`src/rtl/u16550_pkg.sv`:
```
// Shared types and constants of the 16550-style UART register model.
package u16550_pkg;

  // Request kinds on the input channel; the fourth code means nothing.
  typedef enum logic [1:0] {
    OP_READ  = 2'd0,
    OP_WRITE = 2'd1,
    OP_TICK  = 2'd2
  } op_t;

  // Register slots, word offsets from the base address.
  localparam logic [2:0] SLOT_RBR = 3'd0;  // RBR/THR, DLL under DLAB
  localparam logic [2:0] SLOT_IER = 3'd1;  // IER, DLM under DLAB
  localparam logic [2:0] SLOT_IIR = 3'd2;  // read IIR, write FCR
  localparam logic [2:0] SLOT_LCR = 3'd3;
  localparam logic [2:0] SLOT_MCR = 3'd4;
  localparam logic [2:0] SLOT_LSR = 3'd5;
  localparam logic [2:0] SLOT_MSR = 3'd6;
  localparam logic [2:0] SLOT_SCR = 3'd7;

  // Configuration register indexes.
  localparam logic CFG_RX_GAP_CYCLES = 1'b0;
  localparam logic CFG_UART_ENABLE   = 1'b1;

  localparam int unsigned LCR_DLAB = 7;
  localparam int unsigned LSR_DR   = 0;
  localparam int unsigned LSR_THRE = 5;

  localparam logic [7:0]  LSR_RESET    = 8'h60;
  localparam logic [7:0]  IIR_RESET    = 8'h01;
  localparam logic [23:0] RX_GAP_RESET = 24'd78125;

  typedef struct packed {
    logic [1:0]  op;
    logic [31:0] address;
    logic [7:0]  write_data;
    logic        rx_valid;
    logic [7:0]  rx_byte;
    logic [23:0] elapsed_cycles;
    logic        irq_enable;
  } item_t;

  typedef struct packed {
    logic [7:0] read_data;
    logic       passed_through;
    logic       rx_taken;
    logic       tx_valid;
    logic [7:0] tx_byte;
    logic       irq;
  } result_t;

endpackage

```
`src/rtl/u16550_regfile.sv`:
```
// UART register state, bus decode and tick update for one request per cycle while step is high.
module u16550_regfile #(
  parameter logic [31:0] BASE_ADDRESS = 32'd268500992
) (
  input  logic                clk,
  input  logic                rst_n,
  input  logic                cfg_we,
  input  logic                cfg_index,
  input  logic [23:0]         cfg_data,
  input  logic                step,
  input  u16550_pkg::item_t   item,
  output u16550_pkg::result_t result
);
  import u16550_pkg::*;

  logic [23:0] rx_gap_cycles_r;
  logic        uart_enable_r;

  logic [7:0]  rx_buffer_r,   rx_buffer_nxt;
  logic [7:0]  tx_holding_r,  tx_holding_nxt;
  logic [7:0]  dll_r,         dll_nxt;
  logic [7:0]  dlm_r,         dlm_nxt;
  logic [7:0]  ier_r,         ier_nxt;
  logic [7:0]  fcr_r,         fcr_nxt;
  logic [7:0]  lcr_r,         lcr_nxt;
  logic [7:0]  mcr_r,         mcr_nxt;
  logic [7:0]  lsr_r,         lsr_nxt;
  logic [7:0]  msr_r,         msr_nxt;
  logic [7:0]  scr_r,         scr_nxt;
  logic [23:0] rx_wait_r,     rx_wait_nxt;

  logic [31:0] offset;
  logic        hit;
  logic [2:0]  slot;
  logic        dlab;

  assign offset = {item.address[31:2], 2'b00} - BASE_ADDRESS;
  assign hit    = (offset[31:5] == '0) && (offset[1:0] == 2'b00);
  assign slot   = offset[4:2];
  assign dlab   = lcr_r[LCR_DLAB];

  always_comb begin
    rx_buffer_nxt  = rx_buffer_r;
    tx_holding_nxt = tx_holding_r;
    dll_nxt        = dll_r;
    dlm_nxt        = dlm_r;
    ier_nxt        = ier_r;
    fcr_nxt        = fcr_r;
    lcr_nxt        = lcr_r;
    mcr_nxt        = mcr_r;
    lsr_nxt        = lsr_r;
    msr_nxt        = msr_r;
    scr_nxt        = scr_r;
    rx_wait_nxt    = rx_wait_r;
    result         = '0;

    unique case (item.op)
      OP_READ: begin
        if (!hit) begin
          result.passed_through = 1'b1;
        end else begin
          unique case (slot)
            SLOT_RBR: begin
              if (dlab) begin
                result.read_data = dll_r;
              end else begin
                result.read_data  = rx_buffer_r;
                lsr_nxt[LSR_DR]   = 1'b0;
              end
            end
            SLOT_IER: begin
              if (dlab) begin
                // DLM read drops DR as well
                result.read_data  = dlm_r;
                lsr_nxt[LSR_DR]   = 1'b0;
              end else begin
                result.read_data = ier_r;
              end
            end
            SLOT_IIR: result.read_data = IIR_RESET;
            SLOT_LCR: result.read_data = lcr_r;
            SLOT_MCR: result.read_data = mcr_r;
            SLOT_LSR: result.read_data = lsr_r;
            SLOT_MSR: result.read_data = msr_r;
            SLOT_SCR: result.read_data = scr_r;
          endcase
        end
      end
      OP_WRITE: begin
        if (!hit) begin
          result.passed_through = 1'b1;
        end else begin
          unique case (slot)
            SLOT_RBR: begin
              if (dlab) begin
                dll_nxt = item.write_data;
              end else begin
                tx_holding_nxt    = item.write_data;
                lsr_nxt[LSR_THRE] = 1'b0;
              end
            end
            SLOT_IER: begin
              if (dlab) begin
                dlm_nxt = item.write_data;
              end else begin
                ier_nxt = item.write_data;
              end
            end
            SLOT_IIR: fcr_nxt = item.write_data;
            SLOT_LCR: lcr_nxt = item.write_data;
            SLOT_MCR: mcr_nxt = item.write_data;
            SLOT_LSR: lsr_nxt = item.write_data;
            SLOT_MSR: msr_nxt = item.write_data;
            SLOT_SCR: scr_nxt = item.write_data;
          endcase
        end
      end
      OP_TICK: begin
        if (uart_enable_r) begin
          // Count down the receive gap; a byte is latched only on a tick
          // that starts with the counter already at zero.
          if (rx_wait_r != '0) begin
            rx_wait_nxt = (item.elapsed_cycles > rx_wait_r) ? '0
                        : rx_wait_r - item.elapsed_cycles;
          end else if (item.rx_valid) begin
            rx_buffer_nxt   = item.rx_byte;
            lsr_nxt[LSR_DR] = 1'b1;
            rx_wait_nxt     = rx_gap_cycles_r;
            result.rx_taken = 1'b1;
          end
          if (!lsr_r[LSR_THRE]) begin
            result.tx_valid   = 1'b1;
            result.tx_byte    = tx_holding_r;
            tx_holding_nxt    = '0;
            lsr_nxt[LSR_THRE] = 1'b1;
          end
          result.irq = result.rx_taken & item.irq_enable;
        end
      end
      default: begin
        result = '0;
      end
    endcase
  end

  always_ff @(posedge clk) begin
    if (!rst_n) begin
      rx_gap_cycles_r <= RX_GAP_RESET;
      uart_enable_r   <= 1'b1;
    end else if (cfg_we) begin
      unique case (cfg_index)
        CFG_RX_GAP_CYCLES: rx_gap_cycles_r <= cfg_data;
        CFG_UART_ENABLE:   uart_enable_r   <= cfg_data[0];
      endcase
    end
  end

  always_ff @(posedge clk) begin
    if (!rst_n) begin
      rx_buffer_r  <= '0;
      tx_holding_r <= '0;
      dll_r        <= '0;
      dlm_r        <= '0;
      ier_r        <= '0;
      fcr_r        <= '0;
      lcr_r        <= '0;
      mcr_r        <= '0;
      lsr_r        <= LSR_RESET;
      msr_r        <= '0;
      scr_r        <= '0;
      rx_wait_r    <= '0;
    end else if (step) begin
      rx_buffer_r  <= rx_buffer_nxt;
      tx_holding_r <= tx_holding_nxt;
      dll_r        <= dll_nxt;
      dlm_r        <= dlm_nxt;
      ier_r        <= ier_nxt;
      fcr_r        <= fcr_nxt;
      lcr_r        <= lcr_nxt;
      mcr_r        <= mcr_nxt;
      lsr_r        <= lsr_nxt;
      msr_r        <= msr_nxt;
      scr_r        <= scr_nxt;
      rx_wait_r    <= rx_wait_nxt;
    end
  end

endmodule

```
`config.mk`:
```
export PLATFORM = sky130hd
export DESIGN_NAME = u16550_regfile
export DESIGN_NICKNAME = d
export VERILOG_FILES = /design/src/rtl/u16550_pkg.sv /design/src/rtl/u16550_regfile.sv
export SDC_FILE = /design/constraint.sdc
export NUM_CORES = 1
export LEC_CHECK = 0
export BUFFER_PORTS_ARGS = -buffer_cell sky130_fd_sc_hd__buf_2
export CAP_MARGIN = 20
export CORE_ASPECT_RATIO = 1.25
export CORE_UTILIZATION = 55
export CTS_CLUSTER_SIZE = 14
export DETAILED_ROUTE_END_ITERATION = 7
export PLACE_DENSITY = 0.78
export SYNTH_ARGS = -nofsm -noshare
export SYNTH_HDL_FRONTEND = slang
export SYNTH_SLANG_ARGS = --single-unit
```
`constraint.sdc`:
```
create_clock -name clk -period 3.6 [get_ports clk]
set_input_delay 0.18 -clock clk [delete_from_list [all_inputs] [get_ports clk]]
set_output_delay 0.18 -clock clk [all_outputs]
set_load 0.01 [all_outputs]
```
; Word-level counts from Yosys, hierarchy flattened
; Index checks and enable logic that the tools add are counted.
[classes]
add_sub_neg = 2
order_cmp = 1
n_eq_ne = 23
n_mux = 36
bitwise = 4
n_reduce_logical = 25
[ops]
columns = operator, count
row1 = 24-bit two-way mux, 3
row2 = 8-bit two-way mux, 9
row3 = 8-bit one-hot mux with 8 select lines, 1
row4 = 32-bit by 29-bit subtractor with 32-bit output (second input constant), 1
row5 = 27-bit zero test, 1
row6 = 24-bit greater-than comparator, 1
row7 = 4-bit AND reduction, 6
row8 = 24-bit nonzero test, 1
row9 = 24-bit subtractor, 1
row10 = 11-bit two-way mux, 2
row11 = 5-bit AND reduction, 4
row12 = 8-bit one-hot mux with 2 select lines, 1
row13 = 2-bit inequality test (second input constant), 7
row14 = 1-bit two-way mux, 13
row15 = 3-bit == test (second input constant), 4
row16 = 11-bit AND reduction, 1
row17 = 9-bit two-way mux, 1
row18 = 3-bit inequality test (second input constant), 3
row19 = 7-bit AND reduction, 1
row20 = 3-bit by 2-bit == test with 1-bit output (second input constant), 2
row21 = 6-bit two-way mux, 1
row22 = 3-bit by 1-bit inequality test with 1-bit output (second input constant), 2
row23 = 1-bit one-hot mux with 2 select lines, 3
row24 = 6-bit AND reduction, 1
row25 = other kinds (15), 21
[totals]
reg_bits = 129
in_bits = 105
elab_cells = 106

; Depth between registers and ports, before layout
; Gate-level depths: netlist (run 1).
[depth]
depth_word = 7
mapped_depth = 12

; Worst setup path after synthesis (run 1)
; Ideal clock, no wire load.
[synth_path]
path_kind = flip-flop to flip-flop
startpoint = register rx_wait_r[0]
endpoint = register rx_wait_r[0]
t_arrival_ns = 2.365
required_ns = 3.468
setup_slack_ns = 1.103
path_stages_with_launch = 13
synth_period_minus_slack_ns = 2.497
cell_sequence = dfxtp_1 -> inv_1 -> ha_1 -> inv_1 -> fa_1 -> nand3_1 -> and2_1 -> o31ai_1 -> or2_2 -> a211o_1 -> clkbuf_1 -> a32oi_1 -> a21oi_1
[synth_between]
elab_chain_len = 3
word_cells_on_any_way = 7
cone_classes = add/sub: 1 / order compare: 1 / mux: 2 / reduce/logical: 3
[synth_lines]
columns = element, line_no
row1 = from (decl), u16550_regfile.sv:30  ; logic [23:0] rx_wait_r, rx_wait_nxt;
row2 = from (signal assigned), u16550_regfile.sv:184  ; rx_wait_r <= rx_wait_nxt;
row3 = 24-bit subtractor (tied with other cells), u16550_regfile.sv:124  ; : rx_wait_r - item.elapsed_cycles;
row4 = 24-bit two-way mux / 2-bit nonzero test (equally long branches), -
row5 = 24-bit two-way mux / 4-bit AND reduction (equally long branches), -
; Several ways; a longest one is shown, not always the timed one.
; A chain may end at the register's enable or synchronous reset.

==> impl_metrics.sql, run 1 <==
INSERT INTO impl_metrics (metric_group, metric, value, unit) VALUES
('floorplanning', 'die_height', '137', 'um'),
('critical_path', 'cp.arrival', '2990', 'ps'),
('yosys', 'synthFlopType', 'dfxtp_1', ''),
('global_route', 'global_route.overflow_total', '0', ''),
('global_route', 'global_route.usage.met1', '0.341', ''),
('global_route', 'grt.busiest_layer', 'met2', ''),
('critical_path', 'worstSetupPathType', 'reg -> out', ''),
('yosys', 'synth_compound_area_frac', '0.188', ''),
('placed_design', 'post-place-cells', '1205', ''),
('power', 'ir_worst_vdd', '399', 'uV'),
('placed_design', 'port_buffers', '122', ''),
('sta', 'hold_ws', '11.4', 'ps'),
('yosys', 'synth_area_leaders', 'dfxtp_1 (32%), mux2i_1 (13%), nor2b_1 (6.3%)', ''),
('yosys', 'syn_area_per_cell', '8.34', 'um^2'),
('sta', 'min_period', '3170', 'ps'),
('yosys', 'synthesis.nets', '1095', ''),
('critical_path', 'crit_required', '3420', 'ps'),
('yosys', 'synth_enable_flop_cells', '0', ''),
('finish', 'diodes', '0', ''),
('global_route', 'grt_pass1_wl', '35.1', 'mm'),
('yosys', 'synth-seq-area-share', '0.322', ''),
('clocking', 'cts_made_buffers', '17', ''),
('floorplanning', 'floorplan.rows', '48', ''),
('global_route', 'grt_use_total', '0.304', ''),
('sta', 'hold_violations', '0', ''),
('finish', 'multi_input_gate_area', '5070', 'um^2'),
('critical_path', 'crit_path_start_kind', 'flop', ''),
('sta', 'max-slew-margin-rel', '0.393', ''),
('routing', 'wire_per_inst', '17.6', 'um'),
('yosys', 'synth_adder_area_share', '0.0462', ''),
('global_route', 'first_global_vias', '7360', ''),
('sta', 'grt_setup_unrepaired', 'no', ''),
('clocking', 'tritoncts_clock_tree', 'done', ''),
('yosys', 'synthMuxAreaShare', '0.137', ''),
('yosys', 'synth_top_family_by_area', 'simple AND/OR/NAND/NOR gates', ''),
('job', 'maxCapViolCount', '0', ''),
('clocking', 'clk_latency', '430', 'ps'),
('yosys', 'yosysTopAreaCell', 'dfxtp_1', ''),
('floorplanning', 'die_x', '110', 'um'),
('finish', 'ff_latch_area', '2580', 'um^2'),
('floorplanning', 'start_util', '0.573', ''),
('clocking', 'path_clk_slew', '60', 'ps'),
('floorplanning', 'num_ports', '125', ''),
('routing', 'vias', '7588', ''),
('finish', 'final_layout_size_suffix_gt1_frac', '0.173', ''),
('global_route', 'grt_antenna_before_repair', '0', ''),
('sta', 'fin_skew', '5.12', 'ps'),
('placed_design', 'routabilityCongestion', '0.907', ''),
('sta', 'worst_slew_pin_slew', '910', 'ps'),
('yosys', 'netlist-cell-type-count', '67', ''),
('finish', 'final_cells', '1252', ''),
('finish', 'syn2layout_area_growth', '18.5', '%'),
('yosys', 'syn-cell-area', '8020', 'um^2'),
('clocking', 'htree_levels', '4', ''),
('global_route', 'largest_net_degree_at_the_start_of_global_routing', '105', ''),
('routing', 'detail_route.iter0.violations', '624', ''),
('sta', 'period_share', '0.880', ''),
('finish', 'fillerInstances', '1149', ''),
('sta', 'maxClockFrequency', '316', 'MHz'),
('power', 'total_leakage_power', '3.76', 'nW'),
('critical_path', 'cp_max_fo', '18', ''),
('finish', 'nets', '1198', ''),
('yosys', 'synth_async_sr_flop_share', '0', ''),
('yosys', 'ys_seq_elements', '129', ''),
('run_status', 'outcome', 'complete, no violations', ''),
('routing', 'post-route-drc-count', '0', ''),
('clocking', 'cts_max_path_buffers', '2', ''),
('global_route', 'grtUsageMet3', '0.0524', ''),
('yosys', 'synthesized_netlist_cell_count', '961', ''),
('routing', 'drt-vias-per-instance', '6.06', ''),
('global_route', 'grt_use_met2', '0.542', '');
cells in the final DEF, fill, tap and decap left out, types with 5 or more instances in the layout:
cell type and instances:
a211o_1 5, a211oi_1 13, a21boi_0 21, a21o_1 9
a21oi_1 37, a221oi_1 10, a31oi_1 14, a32oi_1 8
and2_1 16, and3_1 6, buf_2 121, buf_4 10
bufinv_16 5, clkbuf_16 17, clkinv_2 5, dfxtp_1 129
dlygate4sd3_1 15, ha_1 28, inv_1 38, mux2i_1 103
nand2_1 104, nand2b_1 7, nand3_1 34, nand3b_1 9
nand4_1 16, nor2_1 31, nor2_2 5, nor2b_1 81
nor3_1 8, nor4_1 12, o21a_1 7, o21ai_0 59
xnor2_1 9, xor2_1 11
synthesized netlist by cell type (all sizes together), types with 4 or more instances:
master	number
a32oi	8
nor3	9
nor4	15
and3	7
nand2	104
nand4	16
nand3b	9
o21a	7
a211o	5
a21o	9
nor2b	81
a211oi	13
a21boi	21
clkbuf	49
a31oi	14
a21oi	38
xor2	11
or3	4
xnor2	9
and2	16
dfxtp	129
a221oi	10
ha	28
a22oi	4
nand3	35
nand2b	7
nor2	36
buf	13
o21ai	60
mux2i	103
inv	38
o211ai	4
worst max-delay path, stage by stage, from the launching register on:
cell	delay, ps
dfxtp_1	350
nor4_1	370
nand4_1	240
nor2_1	700
buf_4	340
nand2_1	150
nor2_1	160
and2_1	140
buf_2	120
layout make-up:
cell class | count | share of cell area
multi-input cells | 732 | 0.534
well taps | 175 | 0.0230
clock inverters | 11 | 0.0192
inverters | 38 | 0.0150
repair buffers | 146 | 0.0874
flip-flops and latches | 129 | 0.272
clock buffers | 21 | 0.0495
worst paths after layout:
check	endpoint	cells past startpoint	slack, ps	from
hold / removal	rx_gap_cycles_r[17]$_SDFFE_PN0P_	3	10	cfg_data[17]
hold reg to reg	tx_holding_r[1]$_SDFFE_PN0P_	2	450	tx_holding_r[1]$_SDFFE_PN0P_
setup / recovery	result[0]	8	430	rx_wait_r[23]$_SDFFE_PN0P_
setup reg to reg	rx_wait_r[16]$_SDFFE_PN0P_	11	530	rx_wait_r[0]$_SDFFE_PN0P_
power by group:
group / internal, mW / leakage (nW) / total (mW) / switching, mW
clock network: 1.28 / 0.323 / 1.91 / 0.633
logic: 0.234 / 2.39 / 0.605 / 0.372
registers: 1.46 / 1.05 / 1.49 / 0.0291
total: 2.97 / 3.76 / 4.01 / 1.03
layer usage:
layer / part of all wire / wire length [um]
met2: 0.50 / 11100
met5: 0 / 0
met4: 0.040 / 883
met3: 0.053 / 1160
met1: 0.40 / 8880
cell families after synthesis:
group | count (synthesis)
AOI/OAI and AO/OA | 224
xor gates and xnor gates | 20
buffers and inverters | 100
muxes | 106
adders and majority gates | 29
and+or+nand+nor | 353
DFF | 129
state kept, by name (all words and copies together), names as in the netlist:
register and count:
dll_r 8, msr_r 8, tx_holding_r 8, ier_r 8, rx_wait_r 24, mcr_r 8
rx_gap_cycles_r 24, uart_enable_r 1, dlm_r 8, scr_r 8, lsr_r 8, lcr_r 8
rx_buffer_r 8
per-stage QoR:
stage	cell area [um^2]	worst slack, ps	utilization
after floorplan	8020	1100	-
after detailed placement	8700	572	0.622
after CTS	9500	419	0.679
after global routing	9500	287	0.679
after global placement	8700	647	0.622
final	9500	432	0.679
what timing repair did:
action	CTS	global route
hold buffers	15	0
gates resized for setup	0	0
hold endpoints to repair	15	0
Power figures use the tool's default switching activity.
==> inputs of run 2 (changes only) <==
- REMOVE_ABC_BUFFERS: not set -> 1
==> impl_metrics.sql, run 2 (synthesis results as in run 1) <==
INSERT INTO impl_metrics (metric_group, metric, value, unit) VALUES
('finish', 'fillerInstances', '1181', ''),
('floorplanning', 'num_ports', '125', ''),
('placed_design', 'routabilityCongestion', '0.927', ''),
('routing', 'post-route-drc-count', '0', ''),
('clocking', 'clock_sink_count', '129', ''),
('worst_hold_path', 'worstHoldPathCells', '3', ''),
('critical_path', 'flop2flop_setup_slack', '730', 'ps'),
('placed_design', 'detailedPlacementHpwl', '15.8', 'mm'),
('finish', 'nets', '1192', ''),
('worst_hold_path', 'worstHoldStart', 'cfg_data[1]', ''),
('critical_path', 'crit_path_start_kind', 'flop', ''),
('finish', 'multi_input_gate_area', '5070', 'um^2'),
('power', 'p_sw_frac', '0.278', ''),
('clocking', 'cts_max_path_buffers', '2', ''),
('power', 'cellInternalPower', '2.68', 'mW'),
('run_status', 'outcome', 'complete, no violations', ''),
('critical_path', 'r2r_start', 'rx_wait_r[0]$_SDFFE_PN0P_', ''),
('routing', 'finalWirelength', '21.7', 'mm'),
('finish', 'final_non_filler_cell_area', '9360', 'um^2'),
('sta', 'fin_skew', '6.58', 'ps'),
('finish', 'final_layout_size_suffix_gt1_frac', '0.176', ''),
('sta', 'maxClockFrequency', '339', 'MHz'),
('critical_path', 'cp.arrival', '2770', 'ps'),
('global_route', 'grt_use_total', '0.297', ''),
('critical_path', 'crit_path_end_kind', 'output pin', ''),
('clocking', 'post_cts_resized', '0', ''),
('critical_path', 'r2r_end', 'rx_wait_r[13]$_SDFFE_PN0P_', ''),
('floorplanning', 'fp.dieArea', '15100', 'um^2'),
('finish', 'syn2layout_area_growth', '16.8', '%'),
('sta', 'timing.final.max_slew_violations', '0', ''),
('critical_path', 'crit_required', '3420', 'ps'),
('power', 'ir_worst_vdd', '353', 'uV'),
('power', 'total_leakage_power', '3.68', 'nW'),
('sta', 'min_period', '2950', 'ps'),
('routing', 'vias', '7475', ''),
('routing', 'drt_pre_antenna_iters', '5', ''),
('global_route', 'global_route.overflow_total', '0', ''),
('finish', 'post-route-util', '0.669', ''),
('sta', 'hold_violations', '0', ''),
('finish', 'layout_top_registers', 'rx_gap_cycles_r x24, rx_wait_r x24', ''),
('power', 'share_clk_of_total_power', '0.439', ''),
('critical_path', 'cp_max_fo', '25', ''),
('clocking', 'path_clk_slew', '60', 'ps'),
('floorplanning', 'floorplan.rows', '48', ''),
('routing', 'wire_per_inst', '17.4', 'um'),
('finish', 'mostFrequentLayoutCells', 'dfxtp_1 (129), buf_2 (121), nand2_1 (104)', ''),
('finish', 'ff_latch_area', '2580', 'um^2'),
('job', 'maxCapViolCount', '0', ''),
('finish', 'layout.cells.most_common', 'dfxtp_1', ''),
('power', 'netSwitchingPower', '1.03', 'mW'),
('global_route', 'grt_antenna_before_repair', '0', ''),
('power', 'p_seq_frac', '0.401', ''),
('global_route', 'grt_pass1_wl', '34.8', 'mm'),
('floorplanning', 'die_height', '137', 'um'),
('routing', 'drt-vias-per-instance', '6.00', ''),
('power', 'share_comb_of_total_power', '0.161', ''),
('floorplanning', 'start_util', '0.573', ''),
('sta', 'grt_setup_unrepaired', 'no', ''),
('routing', 'postRouteAntennaNets', '0', ''),
('clocking', 'clockRootBuffer', 'clkbuf_16', ''),
('finish', 'diodes', '0', ''),
('clocking', 'cts_made_buffers', '17', ''),
('worst_hold_path', 'kind_of_path_behind_the_tightest_hold_check', 'in -> reg', ''),
('global_route', 'first_global_vias', '7206', ''),
('worst_hold_path', 'worstHoldEndpoint', 'rx_gap_cycles_r[1]$_SDFFE_PN0P_', ''),
('placed_design', 'post_dp_cell_area', '8710', 'um^2'),
('clocking', 'htree_levels', '4', ''),
('floorplanning', 'die_x', '110', 'um'),
('placed_design', 'port_buffers', '122', ''),
('clocking', 'clk_latency', '410', 'ps'),
('sta', 'max-slew-margin-rel', '0.370', ''),
('sta', 'worst_slew_pin_slew', '940', 'ps'),
('global_route', 'largest_net_degree_at_the_start_of_global_routing', '52', ''),
('sta', 'setup_tns', '0', 'ps'),
('power', 'power_density', '397', 'nW/um^2'),
('critical_path', 'ff2ff_path_depth', '12', ''),
('sta', 'period_share', '0.818', ''),
('sta', 'setup_viol', '0', ''),
('routing', 'detail_route.iter0.violations', '499', ''),
('floorplanning', 'core_region_area', '14000', 'um^2'),
('clocking', 'tritoncts_clock_tree', 'done', ''),
('critical_path', 'worstSetupPathType', 'reg -> out', '');
==> run 2: cell types whose count changed in the layout (fill, tap and decap cells not counted), sizes merged <==
cell	change
dlygate4sd3	-8
bufinv	-4
clkinvlp	+4
buf	+2
clkinv	-1
inv	+1
==> run 2: per-stage QoR <==
stage / power [mW] / setup WS, ps / cells / hold slack [ps]
after floorplan: 1.86 / 713 / 899 / 242
after global placement: 2.09 / 745 / 1206 / 393
after detailed placement: 2.09 / 735 / 1206 / 404
after CTS: 3.72 / 692 / 1245 / 5.46
after global routing: 3.85 / 567 / 1246 / 27.0
final: 3.71 / 654 / 1246 / 13.1
==> run 2: layout make-up <==
cell class / instances / share of cell area
repair buffers: 140 / 0.0826
inverters: 38 / 0.0152
flip-flops and latches: 129 / 0.276
multi-input cells: 732 / 0.542
clock buffers: 21 / 0.0492
well taps: 175 / 0.0234
clock inverters: 11 / 0.0115
==> run 2: how the worst max path moves through the flow <==
| stage | to | slack [ps] | from |
|---|---|---|---|
| after floorplan | rx_wait_r[16]$_SDFFE_PN0P_ | 710 | rx_wait_r[21]$_SDFFE_PN0P_ |
| after global placement | rx_wait_r[9]$_SDFFE_PN0P_ | 740 | rx_wait_r[0]$_SDFFE_PN0P_ |
| after detailed placement | rx_wait_r[9]$_SDFFE_PN0P_ | 740 | rx_wait_r[0]$_SDFFE_PN0P_ |
| after CTS | rx_wait_r[13]$_SDFFE_PN0P_ | 690 | rx_wait_r[0]$_SDFFE_PN0P_ |
| after global routing | rx_wait_r[1]$_SDFFE_PN0P_ | 570 | rx_wait_r[0]$_SDFFE_PN0P_ |
| final | result[0] | 650 | rx_wait_r[23]$_SDFFE_PN0P_ |
==> run 2: timing repair <==
item / CTS / global route
endpoints found under the hold margin: 7 / 0
hold buffers: 7 / 0
buffers inserted: 0 / 0
==> run 2: layer usage <==
metal,GRT usage,up-vias,wire length (um)
met2,0.516,228,10700
met4,0.147,0,877
met5,0,-,0
met3,0.0424,61,990
li1,-,3669,-
met1,0.354,3517,9110
==> run 2: critical path, stage by stage (launching register included) <==
cell	delay, ps
dfxtp_1	380
nor4_1	670
nand4_1	280
nor2_1	160
buf_4	290
nand2_1	160
nor2_1	160
and2_1	140
buf_2	120
==> run 2: power by group through the flow <==
stage	registers (mW)	logic, mW	clock network (mW)
6_report	1.49	0.597	1.63
5_1_grt	1.49	0.659	1.70
4_1_cts	1.49	0.587	1.65
3_5_place_dp	1.52	0.576	0
3_3_place_gp	1.52	0.571	0
2_1_floorplan	1.51	0.352	0
==> inputs of run 3 (changes only) <==
- ABC_AREA: not set -> 1
- CORE_UTILIZATION: 55 -> 52
- PLACE_DENSITY: 0.78 -> 0.77
- clock period: 3.6 -> 2.45 ns (I/O delays scaled with it)
==> impl_metrics.sql, run 3 <==
INSERT INTO impl_metrics (metric_group, metric, value, unit) VALUES
('run_status', 'outcome', 'finished with violations', ''),
('run_status', 'violations', 'DRC', ''),
('floorplanning', 'start_util', '0.539', ''),
('routing', 'postRouteAntennaNets', '0', ''),
('critical_path', 'worstPathCellList', 'inv_1, ha_1, inv_1, fa_1, nand3_1, nand2_1, a21oi_1, inv_1, nand2_1, nand3_1, nand2_1, inv_1, buf_4, nand3_1, a21oi_1', ''),
('worst_hold_path', 'worstHoldPathCells', '3', ''),
('finish', 'final_cells', '1593', ''),
('yosys', 'netlist-cell-type-count', '42', ''),
('placed_design', 'post-place-cells', '1526', ''),
('sta', 'min_period', '2240', 'ps'),
('sta', 'maxClockFrequency', '446', 'MHz'),
('power', 'power_density', '575', 'nW/um^2'),
('critical_path', 'timing.critical_path.mode_cell', 'inv_1', ''),
('critical_path', 'cp_max_fo', '21', ''),
('clocking', 'post-cts-setup-buffers', '0', ''),
('yosys', 'yosys_warnings', '0', ''),
('worst_hold_path', 'kind_of_path_behind_the_tightest_hold_check', 'in -> reg', ''),
('yosys', 'synth_async_sr_flop_share', '0', ''),
('sta', 'max-slew-margin-rel', '0.445', ''),
('global_route', 'first_global_vias', '7609', ''),
('global_route', 'global_route.overflow_total', '0', ''),
('power', 'fin_total_pwr', '5.49', 'mW'),
('finish', 'syn2layout_area_growth', '21.3', '%'),
('finish', 'nets', '1536', ''),
('yosys', 'syn-cell-area', '7870', 'um^2'),
('finish', 'mostFrequentLayoutCells', 'nand2_1 (310), nor2_1 (254), inv_1 (161)', ''),
('yosys', 'synthesized_netlist_cell_count', '1255', ''),
('critical_path', 'ff2ff_path_depth', '15', ''),
('global_route', 'grt_antenna_before_repair', '0', ''),
('worst_hold_path', 'worstHoldStart', 'item[31]', ''),
('clocking', 'clk_latency', '420', 'ps'),
('routing', 'post-route-drc-count', '5', ''),
('clocking', 'tritoncts_clock_tree', 'done', ''),
('yosys', 'synth-seq-area-share', '0.328', ''),
('yosys', 'synth.top_cell.area_share', '0.328', ''),
('routing', 'drt-vias-per-instance', '5.17', ''),
('sta', 'hold_violations', '0', ''),
('sta', 'timing.final.max_slew_violations', '0', ''),
('finish', 'fillerInstances', '1367', ''),
('critical_path', 'r2r_start', 'rx_wait_r[0]$_SDFFE_PN0P_', ''),
('placed_design', 'place_ws', '241', 'ps'),
('yosys', 'yosysTopAreaCell', 'dfxtp_1', ''),
('global_route', 'largest_net_degree_at_the_start_of_global_routing', '37', ''),
('critical_path', 'worstSetupPathType', 'reg -> reg', ''),
('clocking', 'path_clk_slew', '60', 'ps'),
('finish', 'diodes', '0', ''),
('finish', 'layout_top_registers', 'rx_gap_cycles_r x24, rx_wait_r x24', ''),
('critical_path', 'slowest_stage', 'fa_1', ''),
('worst_hold_path', 'worstHoldEndpoint', 'rx_buffer_r[6]$_SDFFE_PN0P_', ''),
('power', 'ir_worst_vdd', '429', 'uV'),
('floorplanning', 'core_region_area', '14600', 'um^2'),
('critical_path', 'max_stage_delay', '430', 'ps'),
('critical_path', 'flop2flop_setup_slack', '210', 'ps'),
('critical_path', 'crit_path_end_kind', 'flop', ''),
('global_route', 'grt_use_total', '0.283', ''),
('clocking', 'clockRootBuffer', 'clkbuf_16', ''),
('sta', 'setup_ws', '210', 'ps'),
('placed_design', 'port_buffers', '122', ''),
('clocking', 'cts_made_buffers', '17', ''),
('sta', 'period_share', '0.914', ''),
('job', 'maxCapViolCount', '0', ''),
('finish', 'multi_input_gate_area', '4410', 'um^2'),
('sta', 'fin_skew', '7.53', 'ps'),
('routing', 'vias', '8230', ''),
('yosys', 'netlist_top_cells_count', 'nand2_1 (310), nor2_1 (254), inv_1 (161)', ''),
('yosys', 'synth_enable_flop_cells', '0', ''),
('sta', 'setup_tns', '0', 'ps'),
('clocking', 'clock_sink_count', '129', ''),
('finish', 'post-route-util', '0.654', ''),
('yosys', 'ys_seq_elements', '129', ''),
('clocking', 'cts_max_path_buffers', '2', ''),
('yosys', 'synth_area_leaders', 'dfxtp_1 (33%), nand2_1 (15%), nor2_1 (12%)', ''),
('sta', 'worst_slew_pin_slew', '831', 'ps'),
('critical_path', 'crit_required', '2760', 'ps'),
('routing', 'wire_per_inst', '13.5', 'um'),
('clocking', 'htree_levels', '4', ''),
('routing', 'drt_pre_antenna_iters', '7', ''),
('floorplanning', 'die_height', '140', 'um'),
('floorplanning', 'floorplan.rows', '49', ''),
('finish', 'layout.cells.most_common', 'nand2_1', ''),
('yosys', 'syn_area_per_cell', '6.27', 'um^2'),
('routing', 'detail_route.iter0.violations', '606', ''),
('critical_path', 'r2r_end', 'rx_wait_r[19]$_SDFFE_PN0P_', ''),
('finish', 'ff_latch_area', '2580', 'um^2'),
('placed_design', 'routabilityCongestion', '0.992', ''),
('sta', 'grt_setup_unrepaired', 'no', ''),
('sta', 'setup_viol', '0', ''),
('yosys', 'synth_most_common_cell', 'nand2_1', ''),
('global_route', 'grt_pass1_wl', '35.4', 'mm'),
('power', 'total_leakage_power', '4.91', 'nW'),
('yosys', 'synthFlopType', 'dfxtp_1', ''),
('floorplanning', 'fp.dieArea', '15600', 'um^2'),
('critical_path', 'cp.arrival', '2550', 'ps'),
('floorplanning', 'die_x', '112', 'um'),
('routing', 'finalWirelength', '21.5', 'mm'),
('placed_design', 'detailedPlacementHpwl', '15.4', 'mm'),
('floorplanning', 'num_ports', '125', ''),
('finish', 'final_layout_size_suffix_gt1_frac', '0.140', ''),
('critical_path', 'crit_path_start_kind', 'flop', '');
-- run 3: cell count changes in the layout (fill, tap and decap cells not counted), moves of 17 or more --
| cell | before | now |
|---|---|---|
| nor2_1 | 31 | 254 |
| nand2_1 | 104 | 310 |
| inv_1 | 38 | 161 |
| mux2i_1 | 103 | 0 |
| nor2b_1 | 80 | 0 |
| a21oi_1 | 37 | 97 |
| dlygate4sd3_1 | 7 | 34 |
| a21boi_0 | 21 | 0 |
| o21ai_0 | 59 | 76 |
-- run 3: power breakdown --
group          leakage, nW  switching, mW  total, mW  internal, mW
combinational         3.59          0.535      0.869         0.334
clock                0.275          0.984       2.42          1.44
sequential            1.05         0.0426       2.20          2.16
-- run 3: final cells by class --
| type | count | share of cell area |
|---|---|---|
| multi-input combinational | 910 | 0.462 |
| sequential | 129 | 0.271 |
| timing repair buffer | 180 | 0.120 |
| inverter | 164 | 0.0645 |
| clock buffer | 22 | 0.0518 |
| tap | 178 | 0.0233 |
| clock inverter | 10 | 0.00799 |
-- run 3: cell families (layout without fill, tap and decap cells) --
kind of cell	Yosys count	after routing	synth area share
flip-flops	129	129	0.328
buffers and inverters	216	376	0.111
AO/OA/AOI/OAI	214	214	0.148
adder cells (fa/ha/maj)	29	29	0.0471
AND/OR/NAND/NOR	651	651	0.347
XOR/XNOR	16	16	0.0178
-- run 3: repair_timing --
action,in CTS,in global routing
resized for setup,0,0
hold buffers,34,0
hold endpoints to repair,32,0
-- run 3: worst max path at each step --
stage,start,to,slack [ps],cells after the start
after floorplan,rx_wait_r[21]$_SDFFE_PN0P_,rx_wait_r[16]$_SDFFE_PN0P_,270,8
after global placement,rx_wait_r[0]$_SDFFE_PN0P_,rx_wait_r[11]$_SDFFE_PN0P_,270,15
after detailed placement,rx_wait_r[0]$_SDFFE_PN0P_,rx_wait_r[19]$_SDFFE_PN0P_,240,15
after CTS,rx_wait_r[0]$_SDFFE_PN0P_,rx_wait_r[19]$_SDFFE_PN0P_,220,15
after global routing,rx_wait_r[0]$_SDFFE_PN0P_,rx_wait_r[11]$_SDFFE_PN0P_,70,15
final,rx_wait_r[0]$_SDFFE_PN0P_,rx_wait_r[19]$_SDFFE_PN0P_,210,15
-- run 3: metrics by stage --
| stage | hold slack, ps | cell area [um^2] |
|---|---|---|
| after global routing | 40.3 | 9550 |
| final | 17.3 | 9550 |
| after floorplan | 207 | 7610 |
| after global placement | 334 | 8630 |
| after CTS | 8.09 | 9540 |
| after detailed placement | 339 | 8630 |
-- run 3: layer usage --
layer	vias to the layer above	global-route usage	wire (um)
met5	-	0	0
met4	0	0.100	564
met1	3682	0.329	9070
met2	237	0.517	10900
li1	4269	-	-
met3	42	0.0470	985
-- run 3: worst max-delay path: cells and delay by family, from the launching register on --
family,cells,cell delay [ps]
AO/OA/AOI/OAI,2,280
AND/OR/NAND/NOR,6,500
adder cells (fa/ha/maj),2,580
buffers and inverters,5,430
flip-flops,1,320
